$ cat src/rtl/tt_pkg.sv
`default_nettype none

package tt_pkg;

    localparam int SLOTS_DEF   = 16;
    localparam int ID_BITS_DEF = 32;
    localparam int MAX_RESULTS = 16;
    localparam int TIME_W      = 64;
    localparam int ID_PORT_W   = 32;
    localparam int DUR_W       = 32;

    // Request codes
    localparam logic [1:0] REQ_CREATE_ABS = 2'd0;
    localparam logic [1:0] REQ_CREATE_REL = 2'd1;
    localparam logic [1:0] REQ_CANCEL     = 2'd2;
    localparam logic [1:0] REQ_TICK       = 2'd3;

    // Result kinds
    localparam logic [1:0] RES_CREATED  = 2'd0;
    localparam logic [1:0] RES_EXPIRED  = 2'd1;
    localparam logic [1:0] RES_REJECTED = 2'd2;

endpackage

`default_nettype wire

$ cat src/rtl/timeout_table.sv
`default_nettype none

// Channel  | Direction | Handshake         | Payload
// s_       | in        | s_valid / s_ready | req_type, deadline_ns, duration_ns, cancel_id, now_ns
// m_       | out       | m_valid / m_ready | result_kind, entry_id, last, table_empty
//
// A create moves from ST_IDLE to ST_EMIT and loads the result register from there once the
// output register is free. A cancel with a nonzero id walks the id and deadline memory once.
// A tick walks it once to count expired entries and then once more for each expired item
// it emits; the single read port of the memory keeps these walks one after another.
// Reset is synchronous and active low; it clears the valid bits and time and sets the next id to one.
// A waiting result stalls the block only when another result is ready to go out.

module timeout_table
    import tt_pkg::*;
#(
    parameter int SLOTS   = SLOTS_DEF,
    parameter int ID_BITS = ID_BITS_DEF
) (
    input  wire logic                 aclk,
    input  wire logic                 aresetn,
    input  wire logic                 s_valid,
    output logic                      s_ready,
    input  wire logic [1:0]           s_req_type,
    input  wire logic [TIME_W-1:0]    s_deadline_ns,
    input  wire logic [DUR_W-1:0]     s_duration_ns,
    input  wire logic [ID_PORT_W-1:0] s_cancel_id,
    input  wire logic [TIME_W-1:0]    s_now_ns,
    output logic                      m_valid,
    input  wire logic                 m_ready,
    output logic [1:0]                m_result_kind,
    output logic [ID_PORT_W-1:0]      m_entry_id,
    output logic                      m_last,
    output logic                      m_table_empty
);

    localparam int IDX_W = (SLOTS > 1) ? $clog2(SLOTS) : 1;
    localparam int CNT_W = $clog2(SLOTS + 1);
    localparam int EXP_W = $clog2(MAX_RESULTS + 2);

    typedef enum logic [2:0] {
        ST_IDLE,
        ST_CANCEL,
        ST_TICK_SCAN,
        ST_TICK_SEL,
        ST_EMIT
    } state_t;

    // Id and deadline memory, one entry per slot
    logic [ID_BITS-1:0] mem_id [SLOTS];
    logic [TIME_W-1:0]  mem_dl [SLOTS];

    state_t               state_reg, state_next;
    logic [SLOTS-1:0]     slot_valid_reg, slot_valid_next;
    logic [ID_BITS-1:0]   next_id_reg, next_id_next;
    logic [TIME_W-1:0]    cur_time_reg, cur_time_next;
    logic [ID_PORT_W-1:0] cid_reg, cid_next;
    logic [CNT_W-1:0]     scan_cnt_reg, scan_cnt_next;
    logic                 rd_vld_reg, rd_vld_next;
    logic [IDX_W-1:0]     rd_idx_reg, rd_idx_next;
    logic [ID_BITS-1:0]   rd_id_reg;
    logic [TIME_W-1:0]    rd_dl_reg;
    logic [EXP_W-1:0]     exp_cnt_reg, exp_cnt_next;
    logic [EXP_W-1:0]     emit_cnt_reg, emit_cnt_next;
    logic                 any_live_reg, any_live_next;
    logic                 best_found_reg, best_found_next;
    logic [ID_BITS-1:0]   best_id_reg, best_id_next;
    logic [IDX_W-1:0]     best_idx_reg, best_idx_next;
    logic [1:0]           pend_kind_reg, pend_kind_next;
    logic [ID_PORT_W-1:0] pend_id_reg, pend_id_next;
    logic                 pend_last_reg, pend_last_next;
    logic                 pend_empty_reg, pend_empty_next;
    logic                 m_valid_reg, m_valid_next;
    logic [1:0]           m_kind_reg, m_kind_next;
    logic [ID_PORT_W-1:0] m_id_reg, m_id_next;
    logic                 m_last_reg, m_last_next;
    logic                 m_empty_reg, m_empty_next;

    logic                 accept;
    logic                 out_free;
    logic                 scanning;
    logic                 issue;
    logic                 scan_done;
    logic [IDX_W-1:0]     rd_addr;
    logic [TIME_W:0]      rel_sum;
    logic [TIME_W-1:0]    new_dl;
    logic                 free_found;
    logic [IDX_W-1:0]     free_idx;
    logic                 wr_en;
    logic                 cur_valid;
    logic                 cur_expired;
    logic [EXP_W-1:0]     n_emit;
    logic [ID_BITS-1:0]   id_inc;

    assign s_ready       = (state_reg == ST_IDLE);
    assign accept        = s_valid && s_ready;
    assign out_free      = !m_valid_reg || m_ready;
    assign m_valid       = m_valid_reg;
    assign m_result_kind = m_kind_reg;
    assign m_entry_id    = m_id_reg;
    assign m_last        = m_last_reg;
    assign m_table_empty = m_empty_reg;

    assign scanning  = (state_reg == ST_CANCEL) || (state_reg == ST_TICK_SCAN)
                    || (state_reg == ST_TICK_SEL);
    assign issue     = scanning && (scan_cnt_reg < CNT_W'(SLOTS));
    assign scan_done = (scan_cnt_reg == CNT_W'(SLOTS)) && !rd_vld_reg;
    assign rd_addr   = issue ? scan_cnt_reg[IDX_W-1:0] : '0;

    // Relative deadline saturates at all ones.
    assign rel_sum = {1'b0, cur_time_reg} + (TIME_W + 1)'(s_duration_ns);
    assign new_dl  = (s_req_type == REQ_CREATE_ABS) ? s_deadline_ns
                   : (rel_sum[TIME_W] ? '1 : rel_sum[TIME_W-1:0]);

    assign cur_valid   = slot_valid_reg[rd_idx_reg];
    assign cur_expired = cur_valid && (rd_dl_reg <= cur_time_reg);
    assign n_emit      = (exp_cnt_reg > EXP_W'(MAX_RESULTS)) ? EXP_W'(MAX_RESULTS)
                                                             : exp_cnt_reg;
    assign id_inc      = next_id_reg + 1'b1;

    // Lowest free slot
    always_comb begin
        free_found = 1'b0;
        free_idx   = '0;
        for (int i = SLOTS - 1; i >= 0; i--) begin
            if (!slot_valid_reg[i]) begin
                free_found = 1'b1;
                free_idx   = IDX_W'(i);
            end
        end
    end

    assign wr_en = accept && free_found
                && ((s_req_type == REQ_CREATE_ABS)
                    || ((s_req_type == REQ_CREATE_REL) && (s_duration_ns != '1)));

    always_ff @(posedge aclk) begin
        if (wr_en) begin
            mem_id[free_idx] <= next_id_reg;
            mem_dl[free_idx] <= new_dl;
        end
        rd_id_reg <= mem_id[rd_addr];
        rd_dl_reg <= mem_dl[rd_addr];
    end

    always_comb begin
        state_next      = state_reg;
        slot_valid_next = slot_valid_reg;
        next_id_next    = next_id_reg;
        cur_time_next   = cur_time_reg;
        cid_next        = cid_reg;
        scan_cnt_next   = scan_cnt_reg;
        rd_vld_next     = 1'b0;
        rd_idx_next     = rd_idx_reg;
        exp_cnt_next    = exp_cnt_reg;
        emit_cnt_next   = emit_cnt_reg;
        any_live_next   = any_live_reg;
        best_found_next = best_found_reg;
        best_id_next    = best_id_reg;
        best_idx_next   = best_idx_reg;
        pend_kind_next  = pend_kind_reg;
        pend_id_next    = pend_id_reg;
        pend_last_next  = pend_last_reg;
        pend_empty_next = pend_empty_reg;
        m_valid_next    = m_valid_reg && !m_ready;
        m_kind_next     = m_kind_reg;
        m_id_next       = m_id_reg;
        m_last_next     = m_last_reg;
        m_empty_next    = m_empty_reg;

        if (issue) begin
            scan_cnt_next = scan_cnt_reg + 1'b1;
            rd_vld_next   = 1'b1;
            rd_idx_next   = scan_cnt_reg[IDX_W-1:0];
        end

        unique case (state_reg)
            ST_IDLE: begin
                if (accept) begin
                    scan_cnt_next = '0;
                    unique case (s_req_type)
                        REQ_CREATE_ABS, REQ_CREATE_REL: begin
                            pend_last_next = 1'b1;
                            state_next     = ST_EMIT;
                            if ((s_req_type == REQ_CREATE_REL) && (s_duration_ns == '1)) begin
                                pend_kind_next  = RES_CREATED;
                                pend_id_next    = '0;
                                pend_empty_next = ~|slot_valid_reg;
                            end else if (!free_found) begin
                                pend_kind_next  = RES_REJECTED;
                                pend_id_next    = '0;
                                pend_empty_next = 1'b0;
                            end else begin
                                slot_valid_next[free_idx] = 1'b1;
                                pend_kind_next  = RES_CREATED;
                                pend_id_next    = ID_PORT_W'(next_id_reg);
                                pend_empty_next = 1'b0;
                                next_id_next    = (id_inc == '0) ? ID_BITS'(1) : id_inc;
                            end
                        end
                        REQ_CANCEL: begin
                            cid_next = s_cancel_id;
                            if (s_cancel_id != '0) begin
                                state_next = ST_CANCEL;
                            end
                        end
                        REQ_TICK: begin
                            cur_time_next = s_now_ns;
                            exp_cnt_next  = '0;
                            any_live_next = 1'b0;
                            state_next    = ST_TICK_SCAN;
                        end
                    endcase
                end
            end

            ST_CANCEL: begin
                if (rd_vld_reg && cur_valid && (ID_PORT_W'(rd_id_reg) == cid_reg)) begin
                    slot_valid_next[rd_idx_reg] = 1'b0;
                end
                if (scan_done) begin
                    state_next = ST_IDLE;
                end
            end

            ST_TICK_SCAN: begin
                if (rd_vld_reg) begin
                    if (cur_expired && (exp_cnt_reg != EXP_W'(MAX_RESULTS + 1))) begin
                        exp_cnt_next = exp_cnt_reg + 1'b1;
                    end
                    if (cur_valid && !cur_expired) begin
                        any_live_next = 1'b1;
                    end
                end
                if (scan_done) begin
                    // Entries left pending after this tick keep the table non-empty.
                    pend_empty_next = !any_live_reg
                                   && (exp_cnt_reg <= EXP_W'(MAX_RESULTS));
                    emit_cnt_next   = '0;
                    best_found_next = 1'b0;
                    scan_cnt_next   = '0;
                    state_next      = (exp_cnt_reg == '0) ? ST_IDLE : ST_TICK_SEL;
                end
            end

            ST_TICK_SEL: begin
                // Strict compare keeps the lower slot on equal ids.
                if (rd_vld_reg && cur_expired
                        && (!best_found_reg || (rd_id_reg < best_id_reg))) begin
                    best_found_next = 1'b1;
                    best_id_next    = rd_id_reg;
                    best_idx_next   = rd_idx_reg;
                end
                if (scan_done) begin
                    slot_valid_next[best_idx_reg] = 1'b0;
                    pend_kind_next = RES_EXPIRED;
                    pend_id_next   = ID_PORT_W'(best_id_reg);
                    pend_last_next = ((emit_cnt_reg + 1'b1) == n_emit);
                    emit_cnt_next  = emit_cnt_reg + 1'b1;
                    state_next     = ST_EMIT;
                end
            end

            ST_EMIT: begin
                if (out_free) begin
                    m_valid_next    = 1'b1;
                    m_kind_next     = pend_kind_reg;
                    m_id_next       = pend_id_reg;
                    m_last_next     = pend_last_reg;
                    m_empty_next    = pend_empty_reg;
                    scan_cnt_next   = '0;
                    best_found_next = 1'b0;
                    state_next      = pend_last_reg ? ST_IDLE : ST_TICK_SEL;
                end
            end

            default: begin
                state_next = ST_IDLE;
            end
        endcase
    end

    always_ff @(posedge aclk) begin
        if (!aresetn) begin
            state_reg      <= ST_IDLE;
            slot_valid_reg <= '0;
            next_id_reg    <= ID_BITS'(1);
            cur_time_reg   <= '0;
            scan_cnt_reg   <= '0;
            rd_vld_reg     <= 1'b0;
            m_valid_reg    <= 1'b0;
        end else begin
            state_reg      <= state_next;
            slot_valid_reg <= slot_valid_next;
            next_id_reg    <= next_id_next;
            cur_time_reg   <= cur_time_next;
            scan_cnt_reg   <= scan_cnt_next;
            rd_vld_reg     <= rd_vld_next;
            m_valid_reg    <= m_valid_next;
        end
        cid_reg        <= cid_next;
        rd_idx_reg     <= rd_idx_next;
        exp_cnt_reg    <= exp_cnt_next;
        emit_cnt_reg   <= emit_cnt_next;
        any_live_reg   <= any_live_next;
        best_found_reg <= best_found_next;
        best_id_reg    <= best_id_next;
        best_idx_reg   <= best_idx_next;
        pend_kind_reg  <= pend_kind_next;
        pend_id_reg    <= pend_id_next;
        pend_last_reg  <= pend_last_next;
        pend_empty_reg <= pend_empty_next;
        m_kind_reg     <= m_kind_next;
        m_id_reg       <= m_id_next;
        m_last_reg     <= m_last_next;
        m_empty_reg    <= m_empty_next;
    end

endmodule

`default_nettype wire

$ cat config.mk
export PLATFORM = sky130hd
export DESIGN_NAME = timeout_table
export DESIGN_NICKNAME = d
export VERILOG_FILES = /design/src/rtl/tt_pkg.sv /design/src/rtl/timeout_table.sv
export SDC_FILE = /design/constraint.sdc
export NUM_CORES = 2
export LEC_CHECK = 0
export ABC_AREA = 1
export BUFFER_PORTS_ARGS = -buffer_cell sky130_fd_sc_hd__clkbuf_2
export CORE_ASPECT_RATIO = 1.1
export CORE_MARGIN = 2
export CORE_UTILIZATION = 62
export DETAILED_ROUTE_END_ITERATION = 7
export MAX_ROUTING_LAYER = met4
export PLACE_DENSITY = 0.76
export SETUP_SLACK_MARGIN = 0.4
export SYNTH_ARGS = -nofsm -noshare
export SYNTH_HDL_FRONTEND = slang
export SYNTH_SLANG_ARGS = --single-unit
$ cat constraint.sdc
create_clock -name aclk -period 13.25 [get_ports aclk]
set_input_delay 1.325 -clock aclk [delete_from_list [all_inputs] [get_ports aclk]]
set_output_delay 1.325 -clock aclk [all_outputs]
set_load 0.05 [all_outputs]
# Yosys cells after proc, flatten, opt, wreduce, memory -nomap -nowiden
# Memory sizes are Yosys's and may differ from the RTL's. A register that Yosys moved wholly into a read port is not among the register bits.
# Index checks and enable logic that the tools add are counted.
dict set report classes {
  n_mul 0
  div 0
  n_mux 110
  shifts 0
  bitwise 6
  add_sub_neg 5
  n_reduce_logical 56
  eq_ne 28
  order_cmp 11
}
# operator count
set op_table {}
lappend op_table {{32-bit 2-to-1 mux} 6}
lappend op_table {{64-bit 2-to-1 mux} 2}
lappend op_table {{16-bit 2-to-1 mux} 6}
lappend op_table {{4-bit 2-to-1 mux} 17}
lappend op_table {{64-bit by 32-bit adder with 65-bit output} 1}
lappend op_table {{64-bit <= comparator} 1}
lappend op_table {{32-bit case mux with 2 select lines} 1}
lappend op_table {{5-bit 2-to-1 mux} 11}
lappend op_table {{16-bit case mux with 3 select lines} 1}
lappend op_table {{1-bit 2-to-1 mux} 39}
lappend op_table {{32-bit by 1-bit adder with 32-bit output (second input constant)} 1}
lappend op_table {{16-bit AND} 2}
lappend op_table {{32-bit == test} 1}
lappend op_table {{32-bit == test (second input constant)} 1}
lappend op_table {{32-bit logical NOT} 1}
lappend op_table {{32-bit < comparator} 1}
lappend op_table {{32-bit inequality test (second input constant)} 1}
lappend op_table {{16-bit inverter} 2}
lappend op_table {{32-bit nonzero test} 1}
lappend op_table {{5-bit case mux with 2 select lines} 2}
lappend op_table {{1-bit logical AND} 19}
lappend op_table {{3-bit 2-to-1 mux} 6}
lappend op_table {{2-bit by 1-bit inequality test with 1-bit output (second input constant)} 8}
lappend op_table {{16-bit bitwise OR} 1}
lappend op_table {{41 further kinds} 84}
dict set report word_totals {
  memories 2
  in_bits 198
  ram_bits 1536
  ff_bits 278
  out_inout_bits 38
  mem_bits_ro 0
  latch_bits 0
  wordCells 241
}
# memory depth word_bits read_ports rd_ports_with_merged_regs wr line_no
set memory_table {}
lappend memory_table {mem_dl 16 64 1 1 1 timeout_table.sv:51} ;# logic [TIME_W-1:0] mem_dl [SLOTS];
lappend memory_table {mem_id 16 32 1 1 1 timeout_table.sv:50} ;# logic [ID_BITS-1:0] mem_id [SLOTS];

# Longest topological paths before layout
dict set report logic_depth {
  depth_word 26
  mapped_depth 20
  depth_no_buf 20
}

# Worst setup path before layout
# Ideal clock, no wire load.
dict set report synth_path {
  path_type {input-to-reg}
  startpoint {input s_valid}
  endpoint {memory mem_dl[0][0], enable pin}
  stages 7
  setup_ns 0.786
  t_arrival_ns 11.066
  path_buffers 1
  setup_slack_ns 1.398
  required_ns 12.464
  cell_sequence {inv_1 -> nor2_1 -> inv_1 -> nor3_2 -> nand2_1 -> buf_2 -> nor4_1}
}
dict set report synth_between {
  elab_chain_len 5
}
# item line_no
set synth_rtl {}
lappend synth_rtl {{start, declared} timeout_table.sv:22} ;# input wire logic s_valid,
lappend synth_rtl {{1-bit logical AND} timeout_table.sv:96} ;# assign accept = s_valid && s_ready;
lappend synth_rtl {{1-bit logical AND} timeout_table.sv:133} ;# assign wr_en = accept && free_found
lappend synth_rtl {{1-bit logical AND} timeout_table.sv:134} ;# && ((s_req_type == REQ_CREATE_ABS)
lappend synth_rtl {{1-bit 2-to-1 mux} timeout_table.sv:138} ;# if (wr_en) begin
lappend synth_rtl {{1-bit 2-to-1 mux (implied by the code)} timeout_table.sv:140} ;# mem_dl[free_idx] <= new_dl;
lappend synth_rtl {{end, declared} timeout_table.sv:51}
# No other way between the ends.

# Final worst setup path
dict set report layout_path {
  startpoint {register state_reg[2]}
  endpoint {register rd_dl_reg[18] (read register of mem_dl)}
}
dict set report layout_between {
  elab_chain_len 5
  elab_cells_between_ends 7
  classes_between {eq/ne (3); mux (1); reduce/logical (3)}
}
# item line_no
set layout_rtl {}
lappend layout_rtl {{start, declared} timeout_table.sv:53} ;# state_t state_reg, state_next;
lappend layout_rtl {{start signal, assigned} timeout_table.sv:293} ;# state_reg <= state_next;
lappend layout_rtl {{3-bit by 1-bit == test with 1-bit output or 3-bit by 2-bit == test with 1-bit output (tied branches)} timeout_table.sv:104} ;# assign scanning = (state_reg == ST_CANCEL) || (state_reg == ST_TICK_SCAN)
lappend layout_rtl {{1-bit logical OR} timeout_table.sv:104}
lappend layout_rtl {{1-bit logical OR *} timeout_table.sv:105} ;# || (state_reg == ST_TICK_SEL);
lappend layout_rtl {{1-bit logical AND *} timeout_table.sv:106} ;# assign issue = scanning && (scan_cnt_reg < CNT_W'(SLOTS));
lappend layout_rtl {{named net issue} timeout_table.sv:82} ;# logic issue;
lappend layout_rtl {{4-bit 2-to-1 mux *} timeout_table.sv:108} ;# assign rd_addr = issue ? scan_cnt_reg[IDX_W-1:0] : '0;
lappend layout_rtl {{end, declared} timeout_table.sv:62} ;# logic [TIME_W-1:0] rd_dl_reg;
# Mark *: on every way through the listed nets, which the timed path passes. The rest lies on a longest branch.
# A chain may end at the register's enable or synchronous reset.

==> results.txt <==
----------------------------------------------------
[Setup path]
  Crit path buffers/inverters ... 3
  Kind of launch point of the worst setup path ... register
  Critical path capture point ... rd_dl_reg[18]
  Endpoint arrival time on the critical path ... 5.77 ns
  Cell with the biggest individual delay on the critical path ... sky130_fd_sc_hd__buf_4
  Dominant cell type by count on the critical path ... sky130_fd_sc_hd__nor2_4
  RR Endpoint ... rd_dl_reg[18]
  Classification of the worst setup path ... reg -> reg
  Required time reported for the critical path endpoint ... 13.97 ns
  Cell breakdown of the critical path ... nor2_4 > nor2_4 > nor2_4 > ha_4 > inv_8 > buf_4 > buf_4 > nand2_1 > nand3_1 > o21ai_1 > o21ai_1 > nor2_1 > a31oi_1
  Startpoint of the most critical register-to-register path ... state_reg[2]
  Top fanout value on the critical path ... 141
  Worst R2R Path Depth ... 13
  Slowest Stage Delay on Critical Path ... 1.00 ns
  Crit. path cell count ... 13
  Sort of element at the end of the critical path ... register
  Crit. Startpoint ... state_reg[2]
  Kind of cell with the highest combined delay on the critical path ... buffers and inverters
  Slack of the worst reg-to-reg path ... 8.20 ns

[Drt]
  Iteration-0 DRC count of the detailed router ... 8075
  DRC Markers ... 0
  Via count ... 57100
  Total Routed Length ... 220000 um
  Per-cell via count in the routed design ... 6.13
  Wire per inst ... 23.6 um
  Number of nets still failing antenna checks after routing ... 0
  Number of detailed-routing iterations run before antenna repair ... 7
  Met3 wire length ... 23600 um
  Routed length on met2 ... 102000 um
  Max layer used ... met4
  WL met1 ... 86200 um

[STA]
  Final worst setup slack ... 8.20 ns
  Final critical path time including I/O delays and setup ... 5.05 ns
  Final-layout setup total negative slack ... 0 ns
  Fmax ... 198 MHz
  Final setup vio count ... 0
  Hold violation count in the final report ... 0
  Clock Skews ... 0.0365 ns
  Tightest Pin Transition ... 1.28 ns
  Total count of max-transition violations in the final report ... 0
  Worst hold-check slack ... 0.414 ns
  Max-slew headroom at the worst pin ... 13.6%
  Period utilization ... 38.1%
  RSZ-0062 raised after global routing ... no

[Place]
  Final weighted congestion in routability-driven placement ... 1.01
  Count of buffers from port buffering ... 235
  Placed cells ... 8963
  Area after detailed placement ... 83700 um^2
  Worst-case setup slack after placement ... 7.81 ns
  Detailed Place HPWL ... 130000 um

[Synth]
  Cells taking the most area after synthesis ... sky130_fd_sc_hd__edfxtp_1 (62%), sky130_fd_sc_hd__nand2_1 (11%), sky130_fd_sc_hd__dfxtp_1 (5.4%), sky130_fd_sc_hd__nand3_1 (2.5%), sky130_fd_sc_hd__o211ai_1 (2.4%)
  Post-synthesis instance area ... 81300 um^2
  Most frequent cell after synthesis ... sky130_fd_sc_hd__nand2_1
  Cell taking the most area after synthesis ... sky130_fd_sc_hd__edfxtp_1
  Commonest register cell after synthesis ... sky130_fd_sc_hd__edfxtp_1
  Share of the yosys chip area belonging to registers ... 67.9%
  Yosys warnings ... 0
  Number of enable flip-flop cells after synthesis ... 1692
  Area share of the largest cell type after synthesis ... 62.5%
  Number of different library cells in the post-synthesis netlist ... 59
  Post-synthesis instance total ... 7342
  Synthesis-stage register bit count ... 1910
  Synthesized net count ... 7676
  Mean area per synthesized cell ... 11.1 um^2
  Async SR Flop Fraction ... 0%
  List of most frequent post-synthesis cells ... sky130_fd_sc_hd__nand2_1 (2345), sky130_fd_sc_hd__edfxtp_1 (1692), sky130_fd_sc_hd__nor2_1 (426), sky130_fd_sc_hd__nand3_1 (403), sky130_fd_sc_hd__inv_1 (314)

[GRT]
  Pin count of the biggest net entering global routing ... 213
  Number of global-route vias before repair ... 53900
  Antenna violations before repair ... 12
  GRT Util Overall ... 33.7%
  Remaining global-route overflow ... 0
  First-pass GRT wire length ... 327000 um

[Final layout]
  Finished Layout Cells ... 9321
  Flip-flop count of the largest register, all copies and words added ... 1024
  Final Cell Area ... 90000 um^2
  End-of-flow core utilization ... 69.1%
  Number of nets in the layout ... 7792
  Largest registers ... mem_dl (1024), mem_id (512)
  Share of post-route cells with drive strength above 1 ... 9.12%
  Synthesis-to-layout area growth ... 10.7%
  Most flops, register ... mem_dl

[Clocking]
  TritonCTS clock tree ... built
  Number of buffers added to fix hold violations after cts ... 0
  Cell at the root of the clock tree ... sky130_fd_sc_hd__clkbuf_16
  Clock-pin slew reported for the worst setup and hold paths after clock tree synthesis ... 0.06 ns
  CTS Buffer Depth ... 3
  Number of buffers created by CTS ... 184
  Source-to-sink clock delay at the later pin of the worst-skew pair ... 0.83 ns
  Post-cts sizing count ... 0
  Setup bufs post-CTS ... 0
  # H-tree levels ... 4
  Clk sink count ... 1910

[Power and ir drop]
  Power share of the clock group ... 35.2%
  Reg power frac ... 48.3%
  Internal power component ... 10.9 mW
  Power per standard cell area ... 169 nW/um^2
  Worst IR Drop VDD ... 153 uV
  Switching power summed over all nets ... 4.32 mW
  Combinational share of power ... 16.6%
  Switching Share ... 28.4%
  Design Power ... 15.2 mW
  Static leakage ... 32.4 nW

[Floorplan]
  Floorplan die height ... 384 um
  Initial Util ... 62.4%
  Core region area ... 130000 um^2
  Die W ... 349 um
  Die area ... 134000 um^2
  Number of placed I/O pins ... 236
  Number of placement rows ... 139

[Run]
  Max-Cap Viols ... 0

[Min path]
  Kind of path behind the tightest hold check ... reg -> reg

[Run status]
  Status ... complete, no violations

----------------------------------------------------
[how the worst min path moves through the flow]
stage | endpoint | start | depth (start not counted) | slack (ns)
after floorplan | m_entry_id[0] | pend_id_reg[0] | 0 | 0.40
after global placement | m_entry_id[16] | pend_id_reg[16] | 0 | 0.40
after detailed placement | m_entry_id[17] | pend_id_reg[17] | 0 | 0.40
after CTS | m_entry_id[0] | pend_id_reg[0] | 0 | 0.42
after global routing | m_result_kind[1] | pend_kind_reg[1] | 0 | 0.43
final | m_entry_id[0] | pend_id_reg[0] | 0 | 0.41
[layer usage]
metal / GRT usage (%) / vias to the layer above
li1: - / 26100
met1: 45.6 / 27300
met2: 51.5 / 3227
met3: 5.83 / 491
met4: 13.1 / 0
met5: - / -
[cell families after synthesis]
| logic type | synth area share [%] |
|---|---|
| buffers and inverters | 3.63 |
| and+or+nand+nor | 16.8 |
| xor gates and xnor gates | 1.02 |
| adders and majority gates | 2.10 |
| AOI/OAI and AO/OA | 8.57 |
| DFF | 67.9 |
[power by group through the flow]
stage          Sequential [mW]  Clock [mW]  Combinational (mW)
2_1_floorplan             7.38           0                1.70
6_report                  7.34        5.35                2.52
4_1_cts                   7.33        5.38                2.48
3_3_place_gp              7.45           0                2.39
5_1_grt                   7.36        5.62                2.78
3_5_place_dp              7.46           0                2.46
[final cells by class]
type | count | area (um^2)
Antenna cell | 12 | 30.0
Clock buffer | 253 | 5070
Clock inverter | 92 | 1150
Fill cell | 9124 | 40300
Inverter | 327 | 1250
Multi-Input combinational cell | 4720 | 23300
Sequential cell | 1910 | 55200
Tap cell | 1692 | 2120
Timing Repair Buffer | 315 | 1860
[cells in the final DEF, fill, tap and decap left out, types with 39 or more instances in the layout]
cell type                   instances
sky130_fd_sc_hd__nand2_1         2344
sky130_fd_sc_hd__edfxtp_1        1692
sky130_fd_sc_hd__nor2_1           411
sky130_fd_sc_hd__nand3_1          403
sky130_fd_sc_hd__inv_1            311
sky130_fd_sc_hd__o211ai_1         261
sky130_fd_sc_hd__clkbuf_2         234
sky130_fd_sc_hd__dfxtp_1          218
sky130_fd_sc_hd__a21oi_1          200
sky130_fd_sc_hd__clkbuf_16        187
sky130_fd_sc_hd__o21ai_0          181
sky130_fd_sc_hd__a31oi_1          166
sky130_fd_sc_hd__o21ai_1          156
sky130_fd_sc_hd__ha_1             134
sky130_fd_sc_hd__buf_4             73
sky130_fd_sc_hd__nor3_1            69
sky130_fd_sc_hd__nand4_1           57
sky130_fd_sc_hd__xor2_1            56
sky130_fd_sc_hd__clkbuf_1          52
sky130_fd_sc_hd__xnor2_1           39
[worst register-to-register path, stage by stage (launching register included)]
cell                      delay [ns]
sky130_fd_sc_hd__dfxtp_1        0.52
sky130_fd_sc_hd__nor2_4         0.16
sky130_fd_sc_hd__nor2_4         0.14
sky130_fd_sc_hd__nor2_4         0.09
sky130_fd_sc_hd__ha_4           0.35
sky130_fd_sc_hd__inv_8          0.72
sky130_fd_sc_hd__buf_4          0.96
sky130_fd_sc_hd__buf_4          1.05
sky130_fd_sc_hd__nand2_1        0.25
sky130_fd_sc_hd__nand3_1        0.15
sky130_fd_sc_hd__o21ai_1        0.09
sky130_fd_sc_hd__o21ai_1        0.16
sky130_fd_sc_hd__nor2_1         0.06
sky130_fd_sc_hd__a31oi_1        0.28
No activity file was read; power rests on OpenSTA's default activity.
